$ cat config.mk
export PLATFORM = sky130hd
export DESIGN_NAME = json_key_value_extractor_top
export DESIGN_NICKNAME = d
export VERILOG_FILES = /design/src/rtl/jkve_pkg.sv /design/src/rtl/jkve_front.sv /design/src/rtl/jkve_back.sv /design/src/rtl/json_key_value_extractor_top.sv
export SDC_FILE = /design/constraint.sdc
export NUM_CORES = 2
export LEC_CHECK = 0
export ABC_AREA = 0
export BUFFER_PORTS_ARGS = -buffer_cell sky130_fd_sc_hd__buf_4
export CORE_UTILIZATION = 63
export CTS_BUF_LIST = sky130_fd_sc_hd__clkbuf_8 sky130_fd_sc_hd__clkbuf_16
export DETAILED_ROUTE_END_ITERATION = 12
export PLACE_DENSITY_LB_ADDON = 0.05
export RECOVER_POWER = 25
export SLEW_MARGIN = 30
export SYNTH_ARGS = -nofsm -noshare
export SYNTH_HDL_FRONTEND = slang
export SYNTH_HIERARCHICAL = 1
export SYNTH_SLANG_ARGS = --single-unit
$ cat constraint.sdc
create_clock -name clk -period 8.1 [get_ports clk]
set_clock_uncertainty 0.1 [all_clocks]
set_input_delay 1.62 -clock clk [delete_from_list [all_inputs] [get_ports clk]]
set_output_delay 1.62 -clock clk [all_outputs]
set_load 0.005 [all_outputs]
$ cat src/rtl/jkve_pkg.sv
// Shared types and constants for the JSON key/value extractor.
// Holds beat structs, character classes and status codes; no dependencies.
`default_nettype none

package jkve_pkg;

  typedef struct packed {
    logic [7:0] doc_byte;
    logic       end_of_doc;
  } in_item_t;

  typedef struct packed {
    logic [2:0]  status;
    logic [31:0] value_offset;
    logic [31:0] value_length;
  } out_item_t;

  typedef struct packed {
    logic [63:0] bytes_low;
    logic [63:0] bytes_high;
    logic [4:0]  length;
  } key_cfg_t;

  typedef struct packed {
    logic is_ws;
    logic is_quote;
    logic is_lbrace;
    logic is_rbrace;
    logic is_lbrack;
    logic is_rbrack;
    logic is_colon;
    logic is_comma;
  } char_class_t;

  typedef struct packed {
    logic [7:0]  doc_byte;
    logic        end_of_doc;
    char_class_t cls;
  } q_entry_t;

  localparam logic [1:0] REG_KEY_LOW  = 2'd0;
  localparam logic [1:0] REG_KEY_HIGH = 2'd1;
  localparam logic [1:0] REG_KEY_LEN  = 2'd2;

  localparam logic [2:0] ST_FOUND   = 3'd0;
  localparam logic [2:0] ST_INVALID = 3'd1;
  localparam logic [2:0] ST_ABSENT  = 3'd2;
  localparam logic [2:0] ST_MISSING = 3'd3;
  localparam logic [2:0] ST_UNTERM  = 3'd4;

  localparam logic [7:0] CH_LBRACE = 8'h7B;
  localparam logic [7:0] CH_RBRACE = 8'h7D;
  localparam logic [7:0] CH_LBRACK = 8'h5B;
  localparam logic [7:0] CH_RBRACK = 8'h5D;
  localparam logic [7:0] CH_COLON  = 8'h3A;
  localparam logic [7:0] CH_COMMA  = 8'h2C;
  localparam logic [7:0] CH_QUOTE  = 8'h22;
  localparam logic [7:0] CH_SPACE  = 8'h20;
  localparam logic [7:0] CH_TAB    = 8'h09;
  localparam logic [7:0] CH_CR     = 8'h0D;

  function automatic char_class_t classify(input logic [7:0] c);
    char_class_t r;
    r.is_ws     = (c == CH_SPACE) || ((c >= CH_TAB) && (c <= CH_CR));
    r.is_quote  = (c == CH_QUOTE);
    r.is_lbrace = (c == CH_LBRACE);
    r.is_rbrace = (c == CH_RBRACE);
    r.is_lbrack = (c == CH_LBRACK);
    r.is_rbrack = (c == CH_RBRACK);
    r.is_colon  = (c == CH_COLON);
    r.is_comma  = (c == CH_COMMA);
    return r;
  endfunction

  // bytes past the sixteenth held in the registers read as zero
  function automatic logic [7:0] key_byte(input key_cfg_t k, input logic [4:0] idx);
    logic [7:0] r;
    r = 8'h00;
    if (idx < 5'd8) begin
      r = k.bytes_low[8*idx[2:0] +: 8];
    end else if (idx < 5'd16) begin
      r = k.bytes_high[8*idx[2:0] +: 8];
    end
    return r;
  endfunction

endpackage

`default_nettype wire

$ cat src/rtl/jkve_front.sv
// Front end: accepts document beats, classifies each byte, queues them.
// Uses jkve_pkg; feeds jkve_back through a four-entry queue.
`default_nettype none

module jkve_front (
  input  wire logic              clk,
  input  wire logic              rst,
  input  wire logic              doc_valid,
  output logic                   doc_stall,
  input  wire jkve_pkg::in_item_t doc,
  output logic                   head_valid,
  output jkve_pkg::q_entry_t     head,
  input  wire logic              pop
);
  import jkve_pkg::*;

  localparam int DEPTH = 4;

  q_entry_t   mem [DEPTH];
  logic [1:0] wr_ptr;
  logic [1:0] rd_ptr;
  logic [2:0] count;
  logic       push;

  assign doc_stall  = (count == 3'(DEPTH));
  assign push       = doc_valid && !doc_stall;
  assign head_valid = (count != 3'd0);
  assign head       = mem[rd_ptr];

  always_ff @(posedge clk) begin
    if (push) begin
      mem[wr_ptr] <= '{doc_byte: doc.doc_byte, end_of_doc: doc.end_of_doc,
                       cls: classify(doc.doc_byte)};
    end
  end

  always_ff @(posedge clk) begin
    if (rst) begin
      wr_ptr <= '0;
      rd_ptr <= '0;
      count  <= '0;
    end else begin
      if (push) begin
        wr_ptr <= wr_ptr + 2'd1;
      end
      if (pop) begin
        rd_ptr <= rd_ptr + 2'd1;
      end
      if (push && !pop) begin
        count <= count + 3'd1;
      end else if (pop && !push) begin
        count <= count - 3'd1;
      end
    end
  end

endmodule

`default_nettype wire

$ cat src/rtl/jkve_back.sv
// Back end: per-byte scan (balance counts, key window match, value phases)
// and the result register. Uses jkve_pkg; fed by jkve_front.
`default_nettype none

module jkve_back #(
  parameter int KEY_MAX    = 16,
  parameter int COUNT_BITS = 16,
  parameter int POS_BITS   = 32
) (
  input  wire logic               clk,
  input  wire logic               rst,
  input  wire jkve_pkg::key_cfg_t key,
  input  wire logic               head_valid,
  input  wire jkve_pkg::q_entry_t head,
  output logic                    pop,
  output logic                    res_valid,
  output jkve_pkg::out_item_t     res,
  input  wire logic               res_stall
);
  import jkve_pkg::*;

  localparam int WIN = KEY_MAX + 2;
  localparam int FW  = $clog2(WIN + 1);

  typedef enum logic [2:0] {
    PH_SEARCH, PH_COLON, PH_PREVAL, PH_STRING, PH_NEST, PH_BARE, PH_DONE
  } phase_t;

  logic [7:0]            hist [WIN-1];
  logic [7:0]            win_new [WIN];
  logic [FW-1:0]         fill, fill_next;
  logic [POS_BITS-1:0]   pos, pos_next;
  logic [COUNT_BITS-1:0] brace_cnt, brace_cnt_next;
  logic [COUNT_BITS-1:0] brack_cnt, brack_cnt_next;
  logic [COUNT_BITS-1:0] nest_depth, nest_depth_next, depth_dec;
  logic                  nest_is_brace, nest_is_brace_next;
  logic                  doc_invalid, doc_invalid_next;
  phase_t                phase, phase_next;
  logic [POS_BITS-1:0]   vbegin, vbegin_next;
  logic [POS_BITS-1:0]   vend, vend_next;
  logic [2:0]            outcome, outcome_next;
  logic                  key_hit;
  logic                  nest_open, nest_close;
  logic [2:0]            status;
  logic [POS_BITS-1:0]   len;
  logic [POS_BITS+31:0]  off_ext, len_ext;
  out_item_t             result;

  assign pop = head_valid && (!head.end_of_doc || !res_valid || !res_stall);

  always_comb begin
    win_new[0] = head.doc_byte;
    for (int j = 1; j < WIN; j++) begin
      win_new[j] = hist[j-1];
    end
  end

  always_comb begin
    logic ok;
    ok = (int'(key.length) <= KEY_MAX) && win_new[0] == CH_QUOTE
         && (int'(fill_next) >= int'(key.length) + 2);
    for (int j = 1; j < WIN; j++) begin
      if (int'(key.length) + 1 == j && win_new[j] != CH_QUOTE) begin
        ok = 1'b0;
      end
    end
    for (int j = 1; j <= KEY_MAX; j++) begin
      if (j <= int'(key.length)
          && win_new[j] != key_byte(key, key.length - 5'(j))) begin
        ok = 1'b0;
      end
    end
    key_hit = ok;
  end

  assign fill_next  = (fill < FW'(WIN)) ? fill + 1'b1 : fill;
  assign depth_dec  = (nest_depth != '0) ? nest_depth - 1'b1 : nest_depth;
  assign nest_open  = nest_is_brace ? head.cls.is_lbrace : head.cls.is_lbrack;
  assign nest_close = nest_is_brace ? head.cls.is_rbrace : head.cls.is_rbrack;

  always_comb begin
    doc_invalid_next   = doc_invalid;
    pos_next           = pos;
    brace_cnt_next     = brace_cnt;
    brack_cnt_next     = brack_cnt;
    phase_next         = phase;
    vbegin_next        = vbegin;
    vend_next          = vend;
    nest_depth_next    = nest_depth;
    nest_is_brace_next = nest_is_brace;
    outcome_next       = outcome;

    if (&pos) begin
      doc_invalid_next = 1'b1;
    end else begin
      pos_next = pos + 1'b1;
    end

    if (head.cls.is_lbrace) begin
      if (&brace_cnt) doc_invalid_next = 1'b1;
      else brace_cnt_next = brace_cnt + 1'b1;
    end else if (head.cls.is_rbrace) begin
      if (brace_cnt == '0) doc_invalid_next = 1'b1;
      else brace_cnt_next = brace_cnt - 1'b1;
    end else if (head.cls.is_lbrack) begin
      if (&brack_cnt) doc_invalid_next = 1'b1;
      else brack_cnt_next = brack_cnt + 1'b1;
    end else if (head.cls.is_rbrack) begin
      if (brack_cnt == '0) doc_invalid_next = 1'b1;
      else brack_cnt_next = brack_cnt - 1'b1;
    end

    case (phase)
      PH_SEARCH: begin
        if (key_hit) phase_next = PH_COLON;
      end
      PH_COLON: begin
        if (head.cls.is_colon) begin
          phase_next = PH_PREVAL;
        end else if (!head.cls.is_ws) begin
          phase_next   = PH_DONE;
          outcome_next = ST_MISSING;
          vbegin_next  = '0;
          vend_next    = '0;
        end
      end
      PH_PREVAL: begin
        if (head.cls.is_ws) begin
          phase_next = PH_PREVAL;
        end else if (head.cls.is_quote) begin
          phase_next  = PH_STRING;
          vbegin_next = pos + 1'b1;
        end else if (head.cls.is_lbrace || head.cls.is_lbrack) begin
          phase_next         = PH_NEST;
          vbegin_next        = pos;
          nest_depth_next    = COUNT_BITS'(1);
          nest_is_brace_next = head.cls.is_lbrace;
        end else if (head.cls.is_comma || head.cls.is_rbrace || head.cls.is_rbrack) begin
          phase_next   = PH_DONE;
          outcome_next = ST_FOUND;
          vbegin_next  = pos;
          vend_next    = pos;
        end else begin
          phase_next  = PH_BARE;
          vbegin_next = pos;
        end
      end
      PH_STRING: begin
        if (head.cls.is_quote) begin
          phase_next   = PH_DONE;
          outcome_next = ST_FOUND;
          vend_next    = pos;
        end
      end
      PH_NEST: begin
        if (nest_open) begin
          if (!(&nest_depth)) nest_depth_next = nest_depth + 1'b1;
        end else if (nest_close) begin
          nest_depth_next = depth_dec;
          if (depth_dec == '0) begin
            phase_next   = PH_DONE;
            outcome_next = ST_FOUND;
            vend_next    = pos + 1'b1;
          end
        end
      end
      PH_BARE: begin
        if (head.cls.is_comma || head.cls.is_rbrace || head.cls.is_rbrack
            || head.cls.is_ws) begin
          phase_next   = PH_DONE;
          outcome_next = ST_FOUND;
          vend_next    = pos;
        end
      end
      default: begin
        phase_next = phase;
      end
    endcase

    // bare value running into the final byte
    if (head.end_of_doc && phase_next == PH_BARE) begin
      phase_next   = PH_DONE;
      outcome_next = ST_FOUND;
      vend_next    = pos + 1'b1;
    end
  end

  always_comb begin
    if (doc_invalid_next || brace_cnt_next != '0 || brack_cnt_next != '0) begin
      status = ST_INVALID;
    end else begin
      case (phase_next)
        PH_DONE:   status = outcome_next;
        PH_SEARCH: status = ST_ABSENT;
        PH_COLON:  status = ST_MISSING;
        PH_PREVAL: status = ST_MISSING;
        default:   status = ST_UNTERM;
      endcase
    end
  end

  assign len     = vend_next - vbegin_next;
  assign off_ext = {32'd0, vbegin_next};
  assign len_ext = {32'd0, len};

  always_comb begin
    result.status = status;
    if (status == ST_FOUND && vend_next >= vbegin_next) begin
      result.value_offset = off_ext[31:0];
      result.value_length = len_ext[31:0];
    end else begin
      result.value_offset = '0;
      result.value_length = '0;
    end
  end

  always_ff @(posedge clk) begin
    if (rst) begin
      for (int j = 0; j < WIN - 1; j++) hist[j] <= '0;
      fill          <= '0;
      pos           <= '0;
      brace_cnt     <= '0;
      brack_cnt     <= '0;
      nest_depth    <= '0;
      nest_is_brace <= 1'b0;
      doc_invalid   <= 1'b0;
      phase         <= PH_SEARCH;
      vbegin        <= '0;
      vend          <= '0;
      outcome       <= ST_ABSENT;
      res_valid     <= 1'b0;
    end else begin
      if (pop && head.end_of_doc) begin
        for (int j = 0; j < WIN - 1; j++) hist[j] <= '0;
        fill          <= '0;
        pos           <= '0;
        brace_cnt     <= '0;
        brack_cnt     <= '0;
        nest_depth    <= '0;
        nest_is_brace <= 1'b0;
        doc_invalid   <= 1'b0;
        phase         <= PH_SEARCH;
        vbegin        <= '0;
        vend          <= '0;
        outcome       <= ST_ABSENT;
      end else if (pop) begin
        for (int j = 0; j < WIN - 1; j++) hist[j] <= win_new[j];
        fill          <= fill_next;
        pos           <= pos_next;
        brace_cnt     <= brace_cnt_next;
        brack_cnt     <= brack_cnt_next;
        nest_depth    <= nest_depth_next;
        nest_is_brace <= nest_is_brace_next;
        doc_invalid   <= doc_invalid_next;
        phase         <= phase_next;
        vbegin        <= vbegin_next;
        vend          <= vend_next;
        outcome       <= outcome_next;
      end
      if (pop && head.end_of_doc) begin
        res_valid <= 1'b1;
      end else if (!res_stall) begin
        res_valid <= 1'b0;
      end
    end
  end

  always_ff @(posedge clk) begin
    if (pop && head.end_of_doc) begin
      res <= result;
    end
  end

endmodule

`default_nettype wire

$ cat src/rtl/json_key_value_extractor_top.sv
// Top level of the JSON key/value extractor: key registers, front queue
// and back-end scanner. Uses jkve_pkg, jkve_front and jkve_back.
`default_nettype none

// Streams a document one byte per beat and sustains one byte per clock while
// no final byte waits behind a result held on res_stall: the back end retires
// one queued byte each cycle, its per-byte step (balance counts, parallel
// key-window compare, value tracking) being the limit. The single result beat
// appears on res at the clock edge that takes the final byte out of the queue.
// A four-entry queue and the result register let the input keep flowing while
// a result waits on res_stall. Key registers are written by the user through
// cfg_we/cfg_index/cfg_data only between documents; the block does not enforce it.
module json_key_value_extractor_top #(
  parameter int KEY_MAX    = 16,
  parameter int COUNT_BITS = 16,
  parameter int POS_BITS   = 32
) (
  input  wire logic                clk,
  input  wire logic                rst,
  input  wire logic                doc_valid,
  output logic                     doc_stall,
  input  wire jkve_pkg::in_item_t  doc,
  output logic                     res_valid,
  input  wire logic                res_stall,
  output jkve_pkg::out_item_t      res,
  input  wire logic                cfg_we,
  input  wire logic [1:0]          cfg_index,
  input  wire logic [63:0]         cfg_data
);
  import jkve_pkg::*;

  key_cfg_t key;
  logic     head_valid;
  q_entry_t head;
  logic     pop;

  always_ff @(posedge clk) begin
    if (rst) begin
      key <= '0;
    end else if (cfg_we) begin
      case (cfg_index)
        REG_KEY_LOW:  key.bytes_low  <= cfg_data;
        REG_KEY_HIGH: key.bytes_high <= cfg_data;
        REG_KEY_LEN:  key.length     <= cfg_data[4:0];
        default:      key.length     <= key.length;
      endcase
    end
  end

  jkve_front u_front (
    .clk        (clk),
    .rst        (rst),
    .doc_valid  (doc_valid),
    .doc_stall  (doc_stall),
    .doc        (doc),
    .head_valid (head_valid),
    .head       (head),
    .pop        (pop)
  );

  jkve_back #(
    .KEY_MAX    (KEY_MAX),
    .COUNT_BITS (COUNT_BITS),
    .POS_BITS   (POS_BITS)
  ) u_back (
    .clk        (clk),
    .rst        (rst),
    .key        (key),
    .head_valid (head_valid),
    .head       (head),
    .pop        (pop),
    .res_valid  (res_valid),
    .res        (res),
    .res_stall  (res_stall)
  );

  a_pop_needs_entry: assert property (@(posedge clk) disable iff (rst)
    pop |-> head_valid)
    else $error("queue popped while empty");

  a_no_stall_after_reset: assert property (@(posedge clk) disable iff (rst)
    $past(rst) |-> !doc_stall)
    else $error("input stalled right after reset");

  a_clean_miss: assert property (@(posedge clk) disable iff (rst)
    res_valid && res.status != ST_FOUND |->
      res.value_offset == 32'd0 && res.value_length == 32'd0)
    else $error("nonzero span on a miss");

  a_result_from_last: assert property (@(posedge clk) disable iff (rst)
    $rose(res_valid) |-> $past(pop) && $past(head.end_of_doc))
    else $error("result without a final byte");

endmodule

`default_nettype wire

==> metrics.yaml <==
cts:
  cts_buffers: 60
  cts_hold_buf: 0
  cts_tree: "done"
  clock_latency_ns: 0.66
  clk_transition_reported_paths_ns: 0.06
  cts-root-buf: "clkbuf_16"
  htree_levels: 2
  clockBufferDepth: 3
  numClockSinks: 571
sta:
  slew-limit-headroom: -1.91
  finalCritPeriodShare: 0.948
  rsz0062_at_grt: "false"
  setup_viol: 0
  worst_pin_slew_ns: 4.37
  hold_viol_final: 0
  max_freq_mhz: 130
  min_period_ns: 7.68
  drv_slew: 215
  setup_tns_ns: 0
  timing.hold.ws_ns: 0.392
die:
  core_area_um2: 59100
  die_h_um: 247
  io-pin-count: 149
  die-area_um2: 60900
  die_x_um: 247
  start_util: 0.638
  rows: 89
synth:
  synth_nets: 4006
  synthDistinctLibCells: 97
  synth_ff_type: "dfxtp_1"
  yosysTopAreaCell: "edfxtp_1"
  synthCells: 3851
  synth_edf_count: 271
  yosysSeqAreaShare: 0.375
  syn_area_um2: 37700
  ys_ff_latch: 571
  synthTopCellsByArea: "edfxtp_1, dfxtp_1, mux2i_1"
  syn_area_per_cell_um2: 9.80
  ys_warn_count: 6
  synthArstFlopShare: 0
  yosys.area.top_type_share: 0.216
global_routing:
  grt_max_degree: 153
  first_global_vias: 31100
  grtUsageTotal: 0.413
  gr-total-overflow: 0
  grt_pass1_wl_um: 191000
  antenna_found_initial: 1
run:
  drv_cap: 2
setup_path:
  end_kind: "register"
  crit_arrival_ns: 7.98
  crit_fanout: 41
  start_kind: "register"
  crit_type: "reg -> reg"
  required_ns: 8.40
detailed_routing:
  final_antenna_net_count: 0
  wirelength_um: 128000
  first_iter_violations: 3928
  wl_per_cell_um: 27.3
  dr_total_vias: 32600
  drc: 5
  viasPerCell: 6.97
  drtPass1Iterations: 13
place:
  placedCellCount: 4566
  routabilityCongestion: 1.12
  place_area_um2: 39300
  hpwl_um: 93900
  io_buffers: 148
layout:
  final_nets: 4012
  seqCellArea_um2: 14100
  layout.cells.non_filler: 4681
  area_delta_synth_final_pct: 9.71
  fill_cells: 4318
  drive_above_1_share: 0.133
  layout_common_cells: "nor2_1, mux2i_1, dfxtp_1"
  final_common_cell: "nor2_1"
  final_area_um2: 41400
  multi_input_area_um2: 22400
status:
  violations: "design-rule violations, max-capacitance violations, max-slew violations"
  status: "complete, but fails checks"
power:
  powerDensity_nw_per_um2: 324
  p_leak_nw: 15.1
  peakVddDrop_mv: 0.400
worst_hold_path:
  hold_path_class: "reg -> reg"
-- layout make-up --
type | count | area share
inverter | 55 | 0.00505
antenna | 1 | 0.0000604
clock buffer | 62 | 0.0369
multi-input combinational | 2960 | 0.541
tap | 773 | 0.0234
clock inverter | 50 | 0.0136
timing repair buffer | 209 | 0.0387
sequential | 571 | 0.342
-- critical path: stages (launching register included) --
cell       delay [ns]
dfxtp_1          0.55
mux4_2           0.58
or3b_2           0.47
a2111oi_0        0.43
o211ai_1         0.14
nor3_1           0.18
nand4b_1         0.18
nor4_2           0.40
o21ai_1          0.34
nor2b_2          0.31
buf_4            0.20
a221o_1          0.34
ha_1             0.35
a21o_1           0.21
a21oi_1          0.22
nor2_1           0.08
o21a_1           0.19
o21a_1           0.27
a21bo_2          0.26
a41oi_1          0.25
a21o_1           0.19
a21oi_1          0.10
a211oi_1         0.29
or4b_4           0.40
buf_12           0.25
nor2_1           0.09
-- metal layers --
metal / vias to the layer above / wire length, um / track usage
li1: 14400 / - / -
met1: 15900 / 46900 / 0.497
met2: 1887 / 59800 / 0.681
met3: 495 / 10600 / 0.0659
met4: 0 / 10500 / 0.283
met5: - / 0 / 0
-- report_power, final --
group	total (W)	internal (W)	switching [W]
Clock	0.00292	0.00170	0.00122
Combinational	0.00604	0.00234	0.00370
Sequential	0.00446	0.00380	0.000657
Total	0.0134	0.00784	0.00558
-- state kept, by name, indices dropped and copies added (netlist names), named ones only --
signal and count:
u_back/doc_invalid 1, u_front/rd_ptr 2, u_back/brack_cnt 16, u_back/pos 32
u_back/hist 136, u_back/nest_depth 16, u_back/res 67, u_back/vend 32
u_back/brace_cnt 16, u_back/outcome 3, u_back/res_valid 1, u_back/phase 3
u_back/vbegin 32, u_back/nest_is_brace 1, u_front/wr_ptr 2, u_back/fill 5
u_front/count 3, u_front/mem 68, key 133
-- what timing repair did --
| action | in CTS | in global routing |
|---|---|---|
| setup buffers | 0 | 0 |
| setup endpoints to repair | 0 | 64 |
| gates resized for setup | 0 | 2 |
-- cell families (layout without fill, tap and decap cells) --
logic type	Yosys count	after routing	synth area share
simple gates	1408	1408	0.199
compound gates	758	759	0.138
flops	571	571	0.375
mux	474	474	0.169
buf+inv	321	376	0.0364
xor+xnor	244	244	0.0566
fa+ha+maj	75	75	0.0253
other cells	0	1	0
-- Yosys cell counts, drive strengths merged, types with 19 or more instances --
library cell and n:
nor2 341, mux2i 318, dfxtp 300, edfxtp 271
nand2b 223, nand2 209, clkbuf 169, and2 153
a21oi 145, mux4 128, xnor2 128, o21ai 120
xor2 116, nor3 109, buf 97, o22ai 91
ha 73, nand3 69, a22oi 61, inv 53
a211oi 51, nor4 42, nand4 39, and3 38
a221o 37, a21o 30, nor4b 30, mux2 28
or3 28, nor3b 27, a31oi 26, nor2b 25
o21bai 19
-- path summary, 6_finish.rpt --
kind / startpoint / endpoint / slack, ns / cells after the start
setup / recovery: register / u_back/res[7]$_SDFFCE_PN0P_ / 0.42 / 25
hold / removal: u_back/vbegin[3]$_SDFFE_PP0P_ / u_back/vbegin[3]$_SDFFE_PP0P_ / 0.39 / 2
setup reg to reg: register / u_back/res[7]$_SDFFCE_PN0P_ / 0.42 / 25
hold reg to reg: u_back/vbegin[3]$_SDFFE_PP0P_ / u_back/vbegin[3]$_SDFFE_PP0P_ / 0.39 / 2
-- through the flow --
stage	power, W	setup slack, ns	util
2_1_floorplan	0.00845	1.27	-
3_3_place_gp	0.0102	0.413	0.664
3_5_place_dp	0.0103	0.142	0.664
4_1_cts	0.0133	0.131	0.700
5_1_grt	0.0141	0.0312	0.700
6_report	0.0134	0.418	0.700
No activity file was read; power rests on OpenSTA's default activity.
